File: src/design/sfd_pkg.sv
package sfd_pkg;

   localparam logic [7:0] SYNC_FIRST = 8'hA5;
   localparam logic [7:0] SYNC_SECOND = 8'h5A;
   localparam logic [7:0] FRAME_VERSION = 8'h01;

   localparam logic [15:0] CRC_INIT = 16'hFFFF;
   localparam logic [15:0] CRC_POLY = 16'h1021;

   localparam int unsigned POS_SYNC_FIRST = 0;
   localparam int unsigned POS_SYNC_SECOND = 1;
   localparam int unsigned POS_VERSION = 2;
   localparam int unsigned POS_OPCODE = 3;
   localparam int unsigned POS_SEQ_LOW = 4;
   localparam int unsigned POS_SEQ_HIGH = 5;
   localparam int unsigned POS_LEN_LOW = 6;
   localparam int unsigned POS_LEN_HIGH = 7;
   localparam int unsigned HDR_BYTES = 8;
   localparam int unsigned OVERHEAD = 10;

   localparam logic KIND_PAYLOAD = 1'b0;
   localparam logic KIND_STATUS = 1'b1;

   localparam logic [1:0] STATUS_OK = 2'd0;
   localparam logic [1:0] STATUS_LENGTH_ERROR = 2'd1;
   localparam logic [1:0] STATUS_HEADER_ERROR = 2'd2;
   localparam logic [1:0] STATUS_CRC_ERROR = 2'd3;

   localparam int unsigned LEN_OUT_W = 9;

   typedef struct packed {
      logic has_result;
      logic kind;
      logic [7:0] payload_data;
      logic [1:0] status;
      logic [7:0] frame_opcode;
      logic [15:0] frame_sequence;
      logic [LEN_OUT_W-1:0] frame_payload_length;
   } result_type;

endpackage

File: src/design/sync_frame_crc16_decoder.sv
// Decodes sync-word framed packets (A5 5A, version 1, opcode, sequence, length, payload,
// CRC-16 with polynomial 1021 and initial value FFFF) arriving one byte per transaction,
// with req_end_of_frame marking the last byte of a frame. Payload bytes are forwarded
// provisionally as they arrive, and the marked byte produces a single status transaction
// after which all frame state returns to its reset value. The block accepts one byte every
// cycle unless the output register is stalled; a byte is captured in an input register,
// processed by the frame tracker and its combinational unrolled CRC byte update, and its
// result is loaded into the output register that drives rsp_valid. Bytes that produce no
// result (header, CRC and oversized payload bytes) are absorbed without output.
module sync_frame_crc16_decoder #(
   parameter int unsigned MAX_PAYLOAD = 256
) (
   input logic clock,
   input logic reset,
   input logic req_valid,
   output logic req_stall,
   input logic [7:0] req_data_byte,
   input logic req_end_of_frame,
   output logic rsp_valid,
   input logic rsp_stall,
   output logic rsp_kind,
   output logic [7:0] rsp_payload_data,
   output logic [1:0] rsp_status,
   output logic [7:0] rsp_frame_opcode,
   output logic [15:0] rsp_frame_sequence,
   output logic [sfd_pkg::LEN_OUT_W-1:0] rsp_frame_payload_length
);

   logic in_valid_ff;
   logic [7:0] in_byte_ff;
   logic in_eof_ff;
   logic out_valid_ff;
   sfd_pkg::result_type out_ff;
   sfd_pkg::result_type result;
   logic out_free;
   logic step;

   assign out_free = !out_valid_ff || !rsp_stall;
   assign step = in_valid_ff && out_free;
   assign req_stall = in_valid_ff && !out_free;

   sfd_frame_tracker #(
      .MAX_PAYLOAD (MAX_PAYLOAD)
   ) u_tracker (
      .clock (clock),
      .reset (reset),
      .step (step),
      .data_byte (in_byte_ff),
      .end_of_frame (in_eof_ff),
      .result (result)
   );

   always_ff @(posedge clock) begin
      if (reset) begin
         in_valid_ff <= 1'b0;
      end else if (!req_stall) begin
         in_valid_ff <= req_valid;
      end
   end

   always_ff @(posedge clock) begin
      if (!req_stall && req_valid) begin
         in_byte_ff <= req_data_byte;
         in_eof_ff <= req_end_of_frame;
      end
   end

   always_ff @(posedge clock) begin
      if (reset) begin
         out_valid_ff <= 1'b0;
      end else if (out_free) begin
         out_valid_ff <= step && result.has_result;
      end
   end

   always_ff @(posedge clock) begin
      if (step && result.has_result) begin
         out_ff <= result;
      end
   end

   assign rsp_valid = out_valid_ff;
   assign rsp_kind = out_ff.kind;
   assign rsp_payload_data = out_ff.payload_data;
   assign rsp_status = out_ff.status;
   assign rsp_frame_opcode = out_ff.frame_opcode;
   assign rsp_frame_sequence = out_ff.frame_sequence;
   assign rsp_frame_payload_length = out_ff.frame_payload_length;

`ifndef SYNTHESIS
   a_stall_only_when_blocked: assert property (@(posedge clock) disable iff (reset)
      req_stall |-> (rsp_valid && rsp_stall))
      else $error("input stalled while the output register could advance");

   a_result_from_input: assert property (@(posedge clock) disable iff (reset)
      $rose(rsp_valid) |-> $past(in_valid_ff))
      else $error("result appeared without a byte in the input register");

   a_error_fields_zero: assert property (@(posedge clock) disable iff (reset)
      (rsp_valid && (rsp_kind == sfd_pkg::KIND_STATUS) && (rsp_status != sfd_pkg::STATUS_OK))
      |-> ((rsp_frame_opcode == 8'h00) && (rsp_frame_sequence == 16'h0000) &&
           (rsp_frame_payload_length == '0)))
      else $error("frame fields reported with an error status");

   a_payload_clean: assert property (@(posedge clock) disable iff (reset)
      (rsp_valid && (rsp_kind == sfd_pkg::KIND_PAYLOAD)) |-> (rsp_status == sfd_pkg::STATUS_OK))
      else $error("payload transaction carries a status");
`endif

endmodule

File: src/design/sfd_crc16.sv
module sfd_crc16 (
   input logic [15:0] crc_in,
   input logic [7:0] data_byte,
   output logic [15:0] crc_out
);

   always_comb begin
      logic [15:0] crc;
      crc = crc_in ^ {data_byte, 8'h00};
      for (int k = 0; k < 8; k++) begin
         if (crc[15]) begin
            crc = {crc[14:0], 1'b0} ^ sfd_pkg::CRC_POLY;
         end else begin
            crc = {crc[14:0], 1'b0};
         end
      end
      crc_out = crc;
   end

endmodule

File: src/design/sfd_frame_tracker.sv
module sfd_frame_tracker #(
   parameter int unsigned MAX_PAYLOAD = 256
) (
   input logic clock,
   input logic reset,
   input logic step,
   input logic [7:0] data_byte,
   input logic end_of_frame,
   output sfd_pkg::result_type result
);

   localparam int unsigned CntW = $clog2(MAX_PAYLOAD + 12);
   localparam int unsigned CmpW = 18;
   localparam logic [CntW-1:0] CountSat = CntW'(MAX_PAYLOAD + 11);

   logic [CntW-1:0] count_ff, count_in;
   logic [15:0] crc_ff, crc_in;
   logic hdr_good_ff, hdr_good_in;
   logic [7:0] opcode_ff, opcode_in;
   logic [15:0] seq_ff, seq_in;
   logic [15:0] len_ff, len_in;
   logic [15:0] rx_crc_ff, rx_crc_in;

   logic [15:0] crc_update;
   logic [CmpW-1:0] pos_wide;
   logic [CmpW-1:0] payload_end;
   logic crc_en;
   logic fwd;
   logic hdr_bad;
   logic [CntW-1:0] count_next;
   logic [1:0] status;

   sfd_crc16 u_crc (
      .crc_in (crc_ff),
      .data_byte (data_byte),
      .crc_out (crc_update)
   );

   always_comb begin
      pos_wide = CmpW'(count_ff);
      payload_end = CmpW'(sfd_pkg::HDR_BYTES) + CmpW'(len_ff);

      hdr_bad = ((count_ff == CntW'(sfd_pkg::POS_SYNC_FIRST)) &&
                 (data_byte != sfd_pkg::SYNC_FIRST)) ||
                ((count_ff == CntW'(sfd_pkg::POS_SYNC_SECOND)) &&
                 (data_byte != sfd_pkg::SYNC_SECOND)) ||
                ((count_ff == CntW'(sfd_pkg::POS_VERSION)) &&
                 (data_byte != sfd_pkg::FRAME_VERSION));
      hdr_good_in = hdr_good_ff && !hdr_bad;

      opcode_in = opcode_ff;
      seq_in = seq_ff;
      len_in = len_ff;
      rx_crc_in = rx_crc_ff;
      if (count_ff == CntW'(sfd_pkg::POS_OPCODE)) begin
         opcode_in = data_byte;
      end
      if (count_ff == CntW'(sfd_pkg::POS_SEQ_LOW)) begin
         seq_in = {seq_ff[15:8], data_byte};
      end
      if (count_ff == CntW'(sfd_pkg::POS_SEQ_HIGH)) begin
         seq_in = {data_byte, seq_ff[7:0]};
      end
      if (count_ff == CntW'(sfd_pkg::POS_LEN_LOW)) begin
         len_in = {len_ff[15:8], data_byte};
      end
      if (count_ff == CntW'(sfd_pkg::POS_LEN_HIGH)) begin
         len_in = {data_byte, len_ff[7:0]};
      end

      crc_en = (count_ff >= CntW'(sfd_pkg::POS_VERSION)) &&
               ((count_ff < CntW'(sfd_pkg::HDR_BYTES)) || (pos_wide < payload_end));
      crc_in = crc_en ? crc_update : crc_ff;

      fwd = (count_ff >= CntW'(sfd_pkg::HDR_BYTES)) && (pos_wide < payload_end) &&
            (CmpW'(len_ff) <= CmpW'(MAX_PAYLOAD));

      if ((count_ff >= CntW'(sfd_pkg::HDR_BYTES)) && (pos_wide == payload_end)) begin
         rx_crc_in = {rx_crc_ff[15:8], data_byte};
      end
      if ((count_ff >= CntW'(sfd_pkg::HDR_BYTES)) &&
          (pos_wide == payload_end + CmpW'(1))) begin
         rx_crc_in = {data_byte, rx_crc_ff[7:0]};
      end

      count_next = (count_ff < CountSat) ? count_ff + CntW'(1) : count_ff;
      count_in = count_next;

      if (count_next < CntW'(sfd_pkg::OVERHEAD)) begin
         status = sfd_pkg::STATUS_LENGTH_ERROR;
      end else if (!hdr_good_in) begin
         status = sfd_pkg::STATUS_HEADER_ERROR;
      end else if ((CmpW'(len_in) > CmpW'(MAX_PAYLOAD)) ||
                   (CmpW'(count_next) != CmpW'(len_in) + CmpW'(sfd_pkg::OVERHEAD))) begin
         status = sfd_pkg::STATUS_LENGTH_ERROR;
      end else if (rx_crc_in != crc_in) begin
         status = sfd_pkg::STATUS_CRC_ERROR;
      end else begin
         status = sfd_pkg::STATUS_OK;
      end

      result = '0;
      result.has_result = end_of_frame || fwd;
      if (end_of_frame) begin
         result.kind = sfd_pkg::KIND_STATUS;
         result.status = status;
         if (status == sfd_pkg::STATUS_OK) begin
            result.frame_opcode = opcode_in;
            result.frame_sequence = seq_in;
            result.frame_payload_length = len_in[sfd_pkg::LEN_OUT_W-1:0];
         end
      end else begin
         result.kind = sfd_pkg::KIND_PAYLOAD;
         result.payload_data = fwd ? data_byte : 8'h00;
      end
   end

   always_ff @(posedge clock) begin
      if (reset) begin
         count_ff <= '0;
         crc_ff <= sfd_pkg::CRC_INIT;
         hdr_good_ff <= 1'b1;
         opcode_ff <= '0;
         seq_ff <= '0;
         len_ff <= '0;
         rx_crc_ff <= '0;
      end else if (step) begin
         if (end_of_frame) begin
            count_ff <= '0;
            crc_ff <= sfd_pkg::CRC_INIT;
            hdr_good_ff <= 1'b1;
            opcode_ff <= '0;
            seq_ff <= '0;
            len_ff <= '0;
            rx_crc_ff <= '0;
         end else begin
            count_ff <= count_in;
            crc_ff <= crc_in;
            hdr_good_ff <= hdr_good_in;
            opcode_ff <= opcode_in;
            seq_ff <= seq_in;
            len_ff <= len_in;
            rx_crc_ff <= rx_crc_in;
         end
      end
   end

endmodule
File: config.mk
export PLATFORM = sky130hd
export DESIGN_NAME = sync_frame_crc16_decoder
export DESIGN_NICKNAME = d
export VERILOG_FILES = /design/src/design/sfd_pkg.sv /design/src/design/sync_frame_crc16_decoder.sv /design/src/design/sfd_crc16.sv /design/src/design/sfd_frame_tracker.sv
export SDC_FILE = /design/constraint.sdc
export NUM_CORES = 1
export LEC_CHECK = 0
export BUFFER_PORTS_ARGS = -buffer_cell sky130_fd_sc_hd__buf_2
export CAP_MARGIN = 5
export CORE_AREA = 3 3 123 125
export CTS_CLUSTER_DIAMETER = 150
export DETAILED_ROUTE_END_ITERATION = 6
export DIE_AREA = 0 0 126 128
export PLACE_DENSITY_LB_ADDON = 0.3
export SYNTH_ARGS = -nofsm -noshare
export SYNTH_HDL_FRONTEND = slang
export SYNTH_SLANG_ARGS = --single-unit
File: constraint.sdc
create_clock -name clock -period 8.7 [get_ports clock]
set_input_delay 0.87 -clock clock [delete_from_list [all_inputs] [get_ports clock]]
set_output_delay 0.87 -clock clock [all_outputs]
set_load 0.05 [all_outputs]
==> results.yml, run 1 <==
routing:
  dr_total_vias: 7953
  routed_wl_microns: 25100
  drcViolationCount: 0
  wl_per_cell_microns: 21.6
  via_per_inst: 6.85
  firstDrtPassIters: 7
  first_iter_violations: 1069
  drtAntennaViolNets: 0
synthesis:
  synthArstFlopShare: 0
  yosysSeqAreaShare: 0.370
  yosys.area.top_type_share: 0.190
  synth_nets: 989
  yosysWarnings: 0
  yosysMostFrequentCell: "nor2_1"
  yosys-top-cells-count: "nor2_1, dfxtp_1, a22oi_1"
  synthFlopType: "dfxtp_1"
  syn_inst: 958
  synth_area_per_cell_sq_um: 9.23
  synth_area_sq_mm: 0.00884
  synth_top_cell_by_area: "dfxtp_1"
  synth.area.top_cells: "dfxtp_1, edfxtp_1, nor2_1"
  synth_edf_count: 53
  netlist-cell-type-count: 75
  ys_seq_elements: 137
clock_network:
  clk_latency_ns: 0.43
  clk_pin_slew_ns: 0.07
  ctsHoldBuffers: 0
  numCtsBuffers: 17
  clock_sinks: 137
  cts_buffer_depth: 2
  htree_levels: 4
  cts_tree: "built"
  post_cts_buffers: 0
  post_cts_resized: 0
  cts_root_buf: "clkbuf_16"
critical_path:
  crit-reg2reg-capture: "rsp_status[1]"
  worst_setup_path_start_kind: "flip-flop"
  r2r_start: "u_tracker.len_ff[3]"
  rrSetupSlack_ns: 2.49
  arrival_ns: 6.38
  critPathKind: "reg -> reg"
  cp.required_ns: 8.87
  reg2reg_depth: 13
  crit_path_max_fanout: 35
  end_kind: "flip-flop"
finish:
  drive_above_1_share: 0.162
  area_delta_synth_final_pct: 9.17
  antenna_cells: 0
  layout.nets: 999
  instances_no_fill: 1161
  fillers: 1050
timing:
  fin_ws_ns: 2.49
  maxSlewViolCount: 0
  finalHoldViolCount: 0
  slew_headroom: 0.262
  setup_violations: 0
  period_needed_ns: 6.21
  final.setup_skew_ns: 0.00969
  finalCritPeriodShare: 0.714
  worst_pin_slew_ns: 1.10
  fin_tns_setup_ns: 0
  timing.fmax_mhz: 161
  rsz0062_at_grt: "false"
grt:
  antenna_found_initial: 0
  grt_max_degree: 85
  grt_first_pass_wirelength_microns: 39400
  overflow: 0
  grt_pass1_vias: 7494
  grt_usage: 0.306
floorplanning:
  die_x_microns: 126
  die_y_microns: 128
  initial_core_util: 0.632
  num_rows: 43
  ios: 59
  core_sq_mm: 0.0140
  die_area_sq_mm: 0.0161
worst_hold_path:
  min_to: "u_tracker.seq_ff[2]"
  worstHoldPathCells: 2
  hp-class: "reg -> reg"
  hp-start: "u_tracker.seq_ff[2]"
run:
  drv_cap: 0
power_and_ir_drop:
  p_per_area_mw_per_mm2: 156
  irDropWorstVdd_uv: 142
  p_leak_nw: 3.66
  power_mw: 1.51
placed_design:
  io_buffers: 58
  place_ws_ns: 2.66
  place.gp.congestion: 0.948
  place_hpwl_microns: 16600
  placedCellCount: 1129
outcome:
  run_status: "finished, final reports clean"
-- how the worst max path moves through the flow --
stage / cells past startpoint / start / slack, ns / to
floorplan: 12 / u_tracker.len_ff[3] / 3.20 / rsp_frame_opcode[0]
global route: 13 / u_tracker.len_ff[3] / 2.18 / rsp_frame_payload_length[1]
CTS: 13 / u_tracker.len_ff[3] / 2.61 / rsp_status[1]
global placement: 13 / u_tracker.len_ff[3] / 2.86 / rsp_status[0]
detailed placement: 13 / u_tracker.len_ff[3] / 2.66 / rsp_status[1]
finish: 13 / u_tracker.len_ff[3] / 2.49 / rsp_status[1]
-- cell type report --
class / instances / area [sq um] / area share
multi-input cells: 724 / 5100 / 0.529
inverters: 21 / 78.8 / 0.00817
clock inverters: 15 / 185 / 0.0192
clock buffers: 17 / 425 / 0.0441
flip-flops and latches: 137 / 3270 / 0.339
well taps: 180 / 225 / 0.0233
repair buffers: 67 / 358 / 0.0371
-- registers in the layout, indices dropped and copies added, names as in the netlist, 2 cells and up --
name,count
rsp_frame_opcode,8
u_tracker.crc_ff,16
u_tracker.opcode_ff,8
u_tracker.rx_crc_ff,16
u_tracker.len_ff,16
in_byte_ff,8
rsp_frame_payload_length,9
rsp_frame_sequence,16
u_tracker.seq_ff,16
rsp_status,2
u_tracker.count_ff,9
rsp_payload_data,8
-- critical path, cell delays in order (launching register included) --
cell,delay [ns]
dfxtp_1,0.72
ha_1,0.44
and3_1,0.31
xnor2_1,0.12
ha_1,0.35
a22o_1,0.15
nor4_1,0.05
a32oi_1,0.64
a31o_1,0.92
mux2i_1,0.32
xnor2_1,0.16
nand4_1,0.11
or4_2,1.15
o31a_1,0.46
-- cell usage in the layout, fill, tap and decap left out, drive strengths merged, types with 6 or more instances in the layout --
cell,synthesis,final
a21oi,42,42
buf,30,67
or4,8,8
a31oi,9,9
o21bai,6,6
a22oi,60,60
xor2,18,18
and3,16,16
nor4,45,45
ha,18,18
or2,6,6
nor2b,11,11
a211oi,15,15
nand2b,15,15
nor2,131,131
o22ai,13,13
inv,21,29
clkbuf,46,17
nor3,20,20
edfxtp,53,53
dfxtp,84,84
xnor2,51,51
mux2,7,7
nor4b,7,7
mux2i,49,49
o21ai,25,25
nand4,21,21
nand3,20,20
nand2,34,34
-- cells by family after synthesis --
kind of cell | count (synthesis) | synth area share
and+or+nand+nor | 366 | 0.243
AOI/OAI and AO/OA | 210 | 0.162
DFF | 137 | 0.370
buffers and inverters | 97 | 0.0534
xor gates and xnor gates | 73 | 0.0786
muxes | 57 | 0.0674
adders and majority gates | 18 | 0.0255
-- power by group --
part | switching [mW] | internal (mW) | total [mW]
clock | 0.310 | 0.435 | 0.745
sequential | 0.0140 | 0.670 | 0.684
combinational | 0.0591 | 0.0202 | 0.0793
-- metal layers --
| layer | global-route usage | share of wire | up-vias |
|---|---|---|---|
| met3 | 0.0675 | 0.095 | 104 |
| met5 | 0 | 0 | - |
| met2 | 0.491 | 0.47 | 469 |
| li1 | - | - | 3584 |
| met1 | 0.395 | 0.40 | 3796 |
| met4 | 0.144 | 0.043 | 0 |
-- stage by stage --
stage,cell area (sq um),utilization,hold slack (ns)
global route,9650,0.690,0.546
CTS,9650,0.690,0.517
global placement,9040,0.646,0.490
detailed placement,9040,0.646,0.499
finish,9650,0.690,0.518
floorplan,8840,-,0.449
(Power assumes the default switching activity.)
==> inputs of run 2 (changes only) <==
--- a/config.mk
+++ b/config.mk
@@ -7,10 +7,10 @@
 export LEC_CHECK = 0
 export BUFFER_PORTS_ARGS = -buffer_cell sky130_fd_sc_hd__buf_2
 export CAP_MARGIN = 5
-export CORE_AREA = 3 3 123 125
+export CORE_AREA = 3 3 130 132
 export CTS_CLUSTER_DIAMETER = 150
 export DETAILED_ROUTE_END_ITERATION = 6
-export DIE_AREA = 0 0 126 128
+export DIE_AREA = 0 0 133 135
 export PLACE_DENSITY_LB_ADDON = 0.3
 export SYNTH_ARGS = -nofsm -noshare
 export SYNTH_HDL_FRONTEND = slang
==> constraint.sdc (replaced) <==
create_clock -name clock -period 5.38 [get_ports clock]
set_input_delay 0.538 -clock clock [delete_from_list [all_inputs] [get_ports clock]]
set_output_delay 0.538 -clock clock [all_outputs]
set_load 0.05 [all_outputs]
==> results.yml, run 2 (synthesis gave the netlist of run 1 again) <==
clock_network:
  post_cts_buffers: 0
  post_cts_resized: 0
  ctsHoldBuffers: 0
  cts_root_buf: "clkbuf_16"
  cts_buffer_depth: 2
  clk_latency_ns: 0.42
  htree_levels: 4
  numCtsBuffers: 17
  clock_sinks: 137
  cts_tree: "built"
  clk_pin_slew_ns: 0.06
routing:
  first_iter_violations: 961
  firstDrtPassIters: 6
  met3WireLength_microns: 1980
  wl_per_cell_microns: 20.8
  wl_met2_microns: 12200
  dr_total_vias: 7770
  via_per_inst: 6.41
  drcViolationCount: 0
  wl_met1_microns: 10500
  routed_wl_microns: 25200
  drtAntennaViolNets: 0
  maxUsedRoutingLayer: "met4"
critical_path:
  worst_setup_path_start_kind: "flip-flop"
  arrival_ns: 5.12
  critPathKind: "reg -> reg"
  cp.required_ns: 5.55
  end_kind: "flip-flop"
  crit_path_max_fanout: 35
grt:
  grt_pass1_vias: 7427
  grt_max_degree: 85
  grt_usage: 0.279
  antenna_found_initial: 0
  overflow: 0
  grt_first_pass_wirelength_microns: 39800
timing:
  finalCritPeriodShare: 0.920
  maxSlewViolCount: 0
  final.setup_skew_ns: 0.00970
  setup_violations: 0
  period_needed_ns: 4.95
  timing.fmax_mhz: 202
  slew_headroom: 0.220
  finalHoldViolCount: 0
  fin_tns_setup_ns: 0
  rsz0062_at_grt: "false"
  worst_pin_slew_ns: 1.17
floorplanning:
  die_area_sq_mm: 0.0180
  die_x_microns: 133
  core_sq_mm: 0.0158
  die_y_microns: 135
  num_rows: 46
  ios: 59
  initial_core_util: 0.558
run:
  drv_cap: 0
power_and_ir_drop:
  p_leak_nw: 3.76
  p_per_area_mw_per_mm2: 254
  power_mw: 2.50
  irDropWorstVdd_uv: 225
placed_design:
  place_hpwl_microns: 17200
  place.gp.congestion: 0.981
  io_buffers: 58
finish:
  final_common_cell: "nor2_1"
  antenna_cells: 0
  final_cell_mix: "nor2_1, dfxtp_1, a22oi_1, buf_2, edfxtp_1"
  layout.nets: 1015
  drive_above_1_share: 0.175
  area_delta_synth_final_pct: 11.5
  fillers: 1305
worst_hold_path:
  hp-class: "in -> reg"
outcome:
  run_status: "finished, final reports clean"
[run 2: changes by cell type in the layout (fill, tap and decap cells not counted), moves of 2 or more]
cell / delta
inv_6: -2
inv_8: -2
buf_4: +15
clkbuf_8: +2
[run 2: area by class of cell]
| class | instances | area, sq um | share of cell area |
|---|---|---|---|
| clock buffer | 20 | 478 | 0.0485 |
| multi-input combinational | 724 | 5100 | 0.518 |
| timing repair buffer | 83 | 490 | 0.0498 |
| tap | 216 | 270 | 0.0274 |
| inverter | 21 | 78.8 | 0.00800 |
| sequential | 137 | 3270 | 0.332 |
| clock inverter | 12 | 159 | 0.0161 |
[run 2: path summary, 6_finish.rpt]
kind / startpoint / endpoint / slack [ns] / depth (start not counted)
min reg2reg: u_tracker.rx_crc_ff[1] / u_tracker.rx_crc_ff[1] / 0.51 / 2
max reg2reg: u_tracker.len_ff[3] / rsp_status[0] / 0.43 / 14
max: u_tracker.len_ff[3] / rsp_status[0] / 0.43 / 14
min: req_data_byte[2] / in_byte_ff[2] / 0.28 / 1
[run 2: power by group]
part,internal (mW),leakage [nW],switching (mW)
sequential,1.08,1.24,0.0160
combinational,0.0351,2.20,0.103
clock,0.788,0.316,0.471
total,1.91,3.76,0.591
[run 2: through the flow]
stage	hold slack, ns	setup WS [ns]	cells	area, sq um	utilization
3_3_place_gp	0.490	0.565	1181	9220	0.582
5_1_grt	0.276	0.0281	1213	9850	0.623
6_report	0.285	0.431	1213	9850	0.623
2_1_floorplan	0.449	0.589	958	8840	-
4_1_cts	0.277	0.480	1213	9850	0.623
3_5_place_dp	0.498	0.495	1181	9220	0.582
[run 2: routing by layer]
metal	vias up	GRT usage
met1	3732	0.368
met3	54	0.0522
met5	-	0
met4	0	0.0872
li1	3613	-
met2	371	0.468
[run 2: critical path, stage by stage (launching register included)]
cell and delay, ns:
dfxtp_1 0.34, buf_4 0.23, inv_1 0.10, ha_1 0.36, nor4bb_1 0.45, and4_1 0.31, o221ai_1 0.29, or2_2 0.38
o221ai_1 0.23, and4_1 0.64, mux2_2 0.40, a22oi_1 0.20, nand4_1 0.10, buf_4 0.30, o31a_1 0.34
==> inputs of run 3 (changes only) <==
--- a/config.mk
+++ b/config.mk
@@ -12,6 +12,7 @@
 export DETAILED_ROUTE_END_ITERATION = 6
 export DIE_AREA = 0 0 133 135
 export PLACE_DENSITY_LB_ADDON = 0.3
+export RECOVER_POWER = 100
 export SYNTH_ARGS = -nofsm -noshare
 export SYNTH_HDL_FRONTEND = slang
 export SYNTH_SLANG_ARGS = --single-unit
==> results.yml, run 3 (synthesis gave the netlist of run 1 again) <==
critical_path:
  critPathKind: "reg -> reg"
  crit_path_max_fanout: 35
  rrSetupSlack_ns: 0.43
  worst_setup_path_start_kind: "flip-flop"
  reg2reg_depth: 15
  cp.required_ns: 5.55
  r2r_start: "u_tracker.len_ff[5]"
  arrival_ns: 5.12
  end_kind: "flip-flop"
  crit-reg2reg-capture: "rsp_status[0]"
worst_hold_path:
  hp-class: "in -> reg"
  worstHoldPathCells: 1
  min_to: "in_byte_ff[2]"
  hp-start: "req_data_byte[2]"
floorplanning:
  ios: 59
  die_y_microns: 135
  die_x_microns: 133
  die_area_sq_mm: 0.0180
  core_sq_mm: 0.0158
  num_rows: 46
  initial_core_util: 0.558
timing:
  timing.fmax_mhz: 202
  fin_hold_ws_ns: 0.286
  fin_ws_ns: 0.428
  worst_pin_slew_ns: 3.64
  finalHoldViolCount: 0
  maxSlewViolCount: 85
  setup_violations: 0
  finalCritPeriodShare: 0.921
  final.setup_skew_ns: 0.00756
  rsz0062_at_grt: "false"
  fin_tns_setup_ns: 0
  period_needed_ns: 4.95
  slew_headroom: -1.43
clock_network:
  htree_levels: 4
  post_cts_buffers: 0
  cts_buffer_depth: 2
  cts_root_buf: "clkbuf_16"
  ctsHoldBuffers: 0
  clk_latency_ns: 0.42
  clk_pin_slew_ns: 0.06
  post_cts_resized: 0
  clock_sinks: 137
  cts_tree: "built"
  numCtsBuffers: 17
grt:
  antenna_found_initial: 0
  grt_pass1_vias: 7427
  grt_first_pass_wirelength_microns: 39800
  overflow: 0
  grt_usage: 0.279
  grt_max_degree: 85
routing:
  via_per_inst: 6.44
  drtAntennaViolNets: 0
  dr_total_vias: 7815
  first_iter_violations: 879
  routed_wl_microns: 25400
  firstDrtPassIters: 6
  drcViolationCount: 0
  wl_per_cell_microns: 20.9
placed_design:
  place_ws_ns: 0.495
  place.gp.congestion: 0.981
  place_hpwl_microns: 17200
  io_buffers: 58
finish:
  drive_above_1_share: 0.0933
  final_cell_mix: "nor2_1, dfxtp_1, a22oi_1, edfxtp_1, xnor2_1"
  antenna_cells: 0
  final_common_cell: "nor2_1"
  area_delta_synth_final_pct: 8.42
  layout.nets: 1015
outcome:
  run_status: "finished with violations"
  violations: "capacitance limit, slew limit"
run:
  drv_cap: 1
power_and_ir_drop:
  irDropWorstVdd_uv: 223
  p_leak_nw: 3.57
  p_per_area_mw_per_mm2: 260
## run 3: metal layers
| layer | global-route usage | vias up | share of wire |
|---|---|---|---|
| li1 | - | 3615 | - |
| met2 | 0.468 | 405 | 0.48 |
| met4 | 0.0872 | 0 | 0.026 |
| met3 | 0.0522 | 68 | 0.081 |
| met1 | 0.368 | 3727 | 0.42 |
| met5 | 0 | - | 0 |
## run 3: critical path: stages, from the launching register on
cell and delay [ns]:
dfxtp_1 0.67, and4_1 0.46, nand2_1 0.15, xnor2_1 0.15, ha_1 0.29, nand4_1 0.08
nor3_1 0.13, nor4b_1 0.23, nor4b_1 0.30, buf_4 0.29, mux2i_1 0.33, xnor2_1 0.16
nand4_1 0.10, or4_2 0.70, buf_4 0.28, o31a_1 0.34
## run 3: worst max path at each step
| stage | start | end | slack [ns] | depth (start not counted) |
|---|---|---|---|---|
| 5_1_grt | u_tracker.len_ff[3] | rsp_frame_payload_length[7] | 0.03 | 14 |
| 2_1_floorplan | u_tracker.len_ff[3] | rsp_frame_opcode[0] | 0.59 | 12 |
| 4_1_cts | u_tracker.len_ff[5] | rsp_status[0] | 0.48 | 15 |
| 6_report | u_tracker.len_ff[5] | rsp_status[0] | 0.43 | 15 |
| 3_3_place_gp | u_tracker.len_ff[5] | rsp_status[0] | 0.56 | 15 |
| 3_5_place_dp | u_tracker.len_ff[5] | rsp_status[1] | 0.49 | 15 |
## run 3: final cells by class
type,count,area [sq um]
clock buffer,20,478
clock inverter,12,159
tap,216,270
inverter,21,78.8
fill,1381,6240
timing repair buffer,83,422
sequential,137,3270
multi-input combinational,724,4900
## run 3: report_power, final
group,switching (mW),leakage (nW),internal (mW)
Clock,0.470,0.316,0.788
Sequential,0.0162,1.24,1.08
Combinational,0.103,2.02,0.0334
Total,0.589,3.57,1.91
## run 3: metrics by stage
| stage | instance area [sq um] | power [mW] | utilization | cells |
|---|---|---|---|---|
| 2_1_floorplan | 8840 | 1.21 | - | 958 |
| 3_3_place_gp | 9220 | 1.26 | 0.582 | 1181 |
| 3_5_place_dp | 9220 | 1.26 | 0.582 | 1181 |
| 4_1_cts | 9850 | 2.50 | 0.623 | 1213 |
| 5_1_grt | 9580 | 2.55 | 0.605 | 1213 |
| 6_report | 9580 | 2.49 | 0.605 | 1213 |
